[config.mk]
export PLATFORM = sky130hd
export DESIGN_NAME = apt_lane
export DESIGN_NICKNAME = d
export VERILOG_FILES = /design/src/assert_macros.svh /design/src/apt_pkg.sv /design/src/apt_lane.sv
export SDC_FILE = /design/constraint.sdc
export NUM_CORES = 2
export LEC_CHECK = 0
export BUFFER_PORTS_ARGS = -buffer_cell sky130_fd_sc_hd__clkbuf_2
export CAP_MARGIN = 25
export CORE_MARGIN = 2
export CORE_UTILIZATION = 58
export DETAILED_ROUTE_END_ITERATION = 10
export PLACE_DENSITY = 0.78
export SYNTH_ARGS = -nofsm -noshare
export SYNTH_HDL_FRONTEND = slang
export SYNTH_SLANG_ARGS = --single-unit
[constraint.sdc]
create_clock -name clk -period 7.4 [get_ports clk]
set_clock_uncertainty 0.05 [all_clocks]
set_input_delay 0.37 -clock clk [delete_from_list [all_inputs] [get_ports clk]]
set_output_delay 0.37 -clock clk [all_outputs]
set_load 0.01 [all_outputs]
[src/assert_macros.svh]
// assertion helpers shared by the rtl files
`ifndef ASSERT_MACROS_SVH
`define ASSERT_MACROS_SVH

`ifndef SYNTHESIS

// concurrent check sampled on clk, off while reset is asserted
`define APT_ASSERT(lbl, clk, rst_n, prop) \
	lbl: assert property (@(posedge clk) disable iff (!rst_n) prop) \
		else $error("apt check failed");

// concurrent check that also runs through reset
`define APT_ASSERT_ALWAYS(lbl, clk, prop) \
	lbl: assert property (@(posedge clk) prop) \
		else $error("apt check failed");

`else

`define APT_ASSERT(lbl, clk, rst_n, prop)
`define APT_ASSERT_ALWAYS(lbl, clk, prop)

`endif

`endif

[src/apt_pkg.sv]
`timescale 1ns / 1ps
`default_nettype none

package apt_pkg;

	localparam int NUM_LANES = 3;

	typedef logic signed [31:0] coord_t;
	typedef logic signed [15:0] coef_t;
	typedef logic signed [47:0] prod_t;
	typedef logic signed [35:0] rnd_t;
	typedef logic signed [37:0] sum_t;
	typedef logic [47:0]        row_t;

	typedef enum logic [2:0] {
		REG_ROW0    = 3'd0,
		REG_ROW1    = 3'd1,
		REG_ROW2    = 3'd2,
		REG_SHIFT_X = 3'd3,
		REG_SHIFT_Y = 3'd4,
		REG_SHIFT_Z = 3'd5
	} cfg_idx_t;

	// identity transform, coefficients in q4.12
	localparam row_t ROW0_RESET = 48'h1000_0000_0000;
	localparam row_t ROW1_RESET = 48'h0000_1000_0000;
	localparam row_t ROW2_RESET = 48'h0000_0000_1000;

	localparam prod_t ROUND_HALF = 48'sd2048;
	localparam int    FRAC_DROP  = 12;

	localparam sum_t SAT_HI = 38'sd2147483647;
	localparam sum_t SAT_LO = -38'sd2147483648;

	localparam coord_t COORD_MAX = 32'sh7fff_ffff;
	localparam coord_t COORD_MIN = 32'sh8000_0000;

	// pipeline step control handed to the merge stage
	typedef struct packed {
		logic load;
		logic valid;
	} stage_ctrl_t;

endpackage

`default_nettype wire

[src/apt_lane.sv]
`timescale 1ns / 1ps
`default_nettype none

// one output coordinate: three products, rounding, sum with translation
module apt_lane import apt_pkg::*; (
	input  wire logic   clk,
	input  wire logic   advance,
	input  wire coord_t point [NUM_LANES],
	input  wire row_t   row,
	input  wire coord_t shift,
	output sum_t        sum_s3
);

	prod_t  prod_s1 [NUM_LANES];
	coord_t shift_s1;
	rnd_t   rnd_s2  [NUM_LANES];
	coord_t shift_s2;
	coef_t  coef    [NUM_LANES];
	rnd_t   rnd_d   [NUM_LANES];

	// coefficient k sits at bits (2-k)*16 upward
	always_comb begin
		for (int k = 0; k < NUM_LANES; k++) begin
			coef[k] = coef_t'(row[(NUM_LANES - 1 - k) * 16 +: 16]);
		end
	end

	always_comb begin
		for (int k = 0; k < NUM_LANES; k++) begin
			rnd_d[k] = rnd_t'((prod_s1[k] + ROUND_HALF) >>> FRAC_DROP);
		end
	end

	always_ff @(posedge clk) begin
		if (advance) begin
			for (int k = 0; k < NUM_LANES; k++) begin
				prod_s1[k] <= prod_t'(point[k]) * prod_t'(coef[k]);
				rnd_s2[k]  <= rnd_d[k];
			end
			shift_s1 <= shift;
			shift_s2 <= shift_s1;
			sum_s3   <= sum_t'(rnd_s2[0]) + sum_t'(rnd_s2[1]) + sum_t'(rnd_s2[2])
				+ sum_t'(shift_s2);
		end
	end

endmodule

`default_nettype wire

After elaboration in Yosys (flattened, before gate mapping) --
Memories as Yosys holds them, arrays and structs flattened. Cells that the tools add are included.
Word-level totals: memories kept 2, output and inout bits 38, word-level logic and storage cells 16, bits in writable memories 252, register bits 102
Cells by class: $add $sub $neg 6, mux-type cells 2, multipliers 3
Memory list:
- prod_s1 | words 3, width 48, read ports 3, clocked after Yosys merged registers in 0, write ports 3, line apt_lane.sv:14 | prod_t prod_s1 [NUM_LANES];
- rnd_s2 | words 3, width 36, read ports 3, clocked after Yosys merged registers in 0, write ports 3, line apt_lane.sv:16 | rnd_t rnd_s2 [NUM_LANES];
Operators with widths (count):
- $add 48x13->48 const B | 3
- $mul 32x16->48 | 3
- $add 37x36->38 | 1
- $add 38x32->38 | 1
- $add 36x36->37 | 1
- $mux 1 | 2

Longest topological paths before layout --
depth in word-level cells 3, mapped depth 25, gate-level depth less buffers 24

Least setup slack after synthesis --
No wires, ideal clock.
path type input -> register, from input port point[17] (netlist bit), to memory prod_s1[0][142] (netlist bit), data pin, library setup time 0.266 ns, data arrival time 5.998 ns, setup slack 1.086 ns, required time 7.084 ns, stages 21, cell sequence clkbuf_1 > nand2_1 > fa_1 > fa_1 > fa_1 > inv_1 > fa_1 > fa_1 > inv_1 > fa_1 > inv_1 > ha_1 > and4_1 > and2_1 > a221oi_1 > o32ai_1 > o21ai_1 > o21ai_1 > a2111oi_0 > nor3_1 > xor2_1
RTL lines:
- from (decl) | line apt_lane.sv:8 | input wire coord_t point [NUM_LANES],
- to (decl) | line apt_lane.sv:14

==> flow_metrics.py <==
metrics = {
    "yosys": {
        "synth_edf_count": 321,
        "syn_area_mm2": 0.0663,
        "synthTopCellsByArea": "fa_1 46%, edfxtp_1 15%, inv_1 9.4%",
        "avgSynthCellArea_um2": 9.83,
        "yosys_warnings": 0,
        "netlist.area_leader.share_pct": 46.1,
        "ys_async_sr_fraction_pct": 0,
        "synthCells": 6748,
        "synth_top_area_cell": "fa_1",
        "synth_cell_types": 68,
        "ys_ff_latch": 321,
        "ys_seq_area_share_pct": 14.5,
        "synth_common_cells": "1,657 x inv_1, 1,528 x fa_1, 941 x nand2_1",
        "synth_ff_type": "edfxtp_1",
        "synth_most_common_cell": "inv_1",
        "synthesis.nets": 8827,
    },
    "routing": {
        "routed_wl_mm": 158,
        "route.detailed.drc": 0,
        "firstDrtPassIters": 6,
        "via_per_inst": 5.50,
        "post_drt_wl_per_cell_um": 18.8,
        "ant_nets": 0,
        "drt_iter0_markers": 2893,
        "dr_total_vias": 46123,
    },
    "layout": {
        "seqCellArea_mm2": 0.00964,
        "drive_above_1_share_pct": 5.34,
        "fill_cells": 9112,
        "multi_input_area_mm2": 0.0496,
        "area_growth_pct": 6.07,
        "nNetsFinal": 8931,
    },
    "placement": {
        "gp_congestion": 0.925,
        "post-dp-hpwl_mm": 127,
        "port_buffers": 215,
        "pre_cts_slack_ps": 225,
    },
    "floorplan": {
        "die-area_mm2": 0.117,
        "die_h_um": 342,
        "io_pins": 216,
        "rows": 124,
        "core_area_mm2": 0.114,
        "initial_utilization_pct": 58.3,
        "die_w_um": 342,
    },
    "sta": {
        "period_needed_ps": 6660,
        "setup_ws_ps": 744,
        "rsz0062_at_grt": "false",
        "report.final.slew_viol_count": 0,
        "final.setup.tns_ps": 0,
        "setup_viol": 0,
        "max_freq_mhz": 150,
        "relSlewSlack_pct": 32.9,
        "final_hold_viol_count": 0,
        "tightest_slew_ps": 1010,
        "fin_hold_ws_ps": 49.0,
        "period_share_pct": 89.9,
    },
    "clock_network": {
        "post-cts-setup-buffers": 0,
        "path_clk_slew_ps": 60,
        "cts_made_buffers": 35,
        "cts.repair.resized": 0,
        "clkLatencyLatePin_ps": 560,
        "cts_tree": "done",
        "clock-sinks": 321,
        "clock_path_buffers": 3,
        "root_buffer": "clkbuf_16",
        "cts_hold_buf": 21,
        "h-tree-depth": 2,
    },
    "grt": {
        "top_usage_layer": "met2",
        "grt_overflow": 0,
        "grt_antenna_before_repair": 4,
        "grt_max_degree": 86,
        "met2_usage_pct": 47.1,
        "grt_use_met3_pct": 5.52,
        "grt_util_met1_pct": 36.3,
        "grt_pass1_vias": 50869,
        "track_usage_pct": 28.2,
        "grt_pass1_wl_mm": 260,
    },
    "job": {
        "cap_violations": 0,
    },
    "worst_hold_path": {
        "hold_path.class": "primary input to flip-flop",
    },
    "setup_path": {
        "crit_path_cell_trace": "clkbuf_2 > buf_4 > nand2_1 > inv_1 > fa_1 > fa_1 > fa_1 > fa_1 > fa_1 > fa_1 > ha_1 > a21o_1 > a21o_1 > a21o_1 > a21o_1 > a21oi_1 > o21ai_0 > o31ai_2 > o21bai_1 > xor2_1",
        "critical-path-slowest-cell": "fa_1",
        "worst_setup_path_end_kind": "flip-flop",
        "path_max_fanout": 24,
        "max_stage_delay_ps": 920,
        "crit_path_start_kind": "primary input",
        "cp_common_cell": "fa_1",
        "cp_data_arrival_time_ps": 6910,
        "worstSetupPathType": "primary input to flip-flop",
        "critPathRequiredTime_ps": 7660,
    },
    "status": {
        "status": "finished clean",
    },
}
[worst max-delay path, delay by kind of cell]
kind            cells  cell delay [ps]
xor+xnor            1              150
simple gates        1              100
buf+inv             3              900
compound gates      8             1510
fa+ha+maj           7             3850
[cells by family after synthesis]
group | after synthesis | synth area share [%]
and+or+nand+nor | 1976 | 14.3
buffers and inverters | 1905 | 10.8
adders and majority gates | 1901 | 53.1
AOI/OAI and AO/OA | 381 | 3.80
DFF | 321 | 14.5
xor gates and xnor gates | 263 | 3.47
muxes | 1 | 0.0151
[flip-flops by register name (all words and copies together) (netlist names)]
name	flops
prod_s1	111
rnd_s2	108
shift_s1	32
shift_s2	32
sum_s3	38
[cell type report]
type / count / area share, %
diodes: 2 / 0.00711
well taps: 1512 / 2.69
inverters: 1660 / 8.85
flip-flops and latches: 321 / 13.7
repair buffers: 312 / 2.70
clock buffers: 42 / 1.28
clock inverters: 20 / 0.350
multi-input cells: 4522 / 70.4
[routing by layer]
metal | share of wire [%] | wire length, um
met4 | 4.6 | 7290
met2 | 49 | 76800
met3 | 8.6 | 13600
met5 | 0.018 | 29
met1 | 38 | 60300
[path summary, 6_finish.rpt]
check        slack, ps         from  cells after the start             end
max                740      row[34]                     20  prod_s1[0][46]
min                 50    shift[27]                      1    shift_s1[27]
max reg2reg       2420  shift_s2[1]                     14      sum_s3[35]
min reg2reg        360  shift_s1[4]                      0     shift_s2[4]
[cell usage in the layout, fill, tap and decap left out, drive strengths merged, types with 68 or more instances in the layout]
master  netlist  routed
inv        1660    1664
fa         1528    1528
nand2       941     941
and2        606     606
ha          373     373
edfxtp      321     321
clkbuf      237     256
nor2        182     182
xnor2       177     177
a21oi       127     127
xor2         86      86
buf           8      77
nand3        68      68
[through the flow]
stage / cells / cell area [um^2] / util [%]
final: 8391 / 70400 / 61.8
after global placement: 8305 / 69000 / 60.6
after floorplan: 6748 / 66300 / -
after detailed placement: 8305 / 69000 / 60.6
after CTS: 8388 / 70300 / 61.8
after global routing: 8390 / 70400 / 61.8
Power is left out: the tool's default activity adds up to more than one toggle a clock period on the data nets, which glitch-free logic cannot reach.
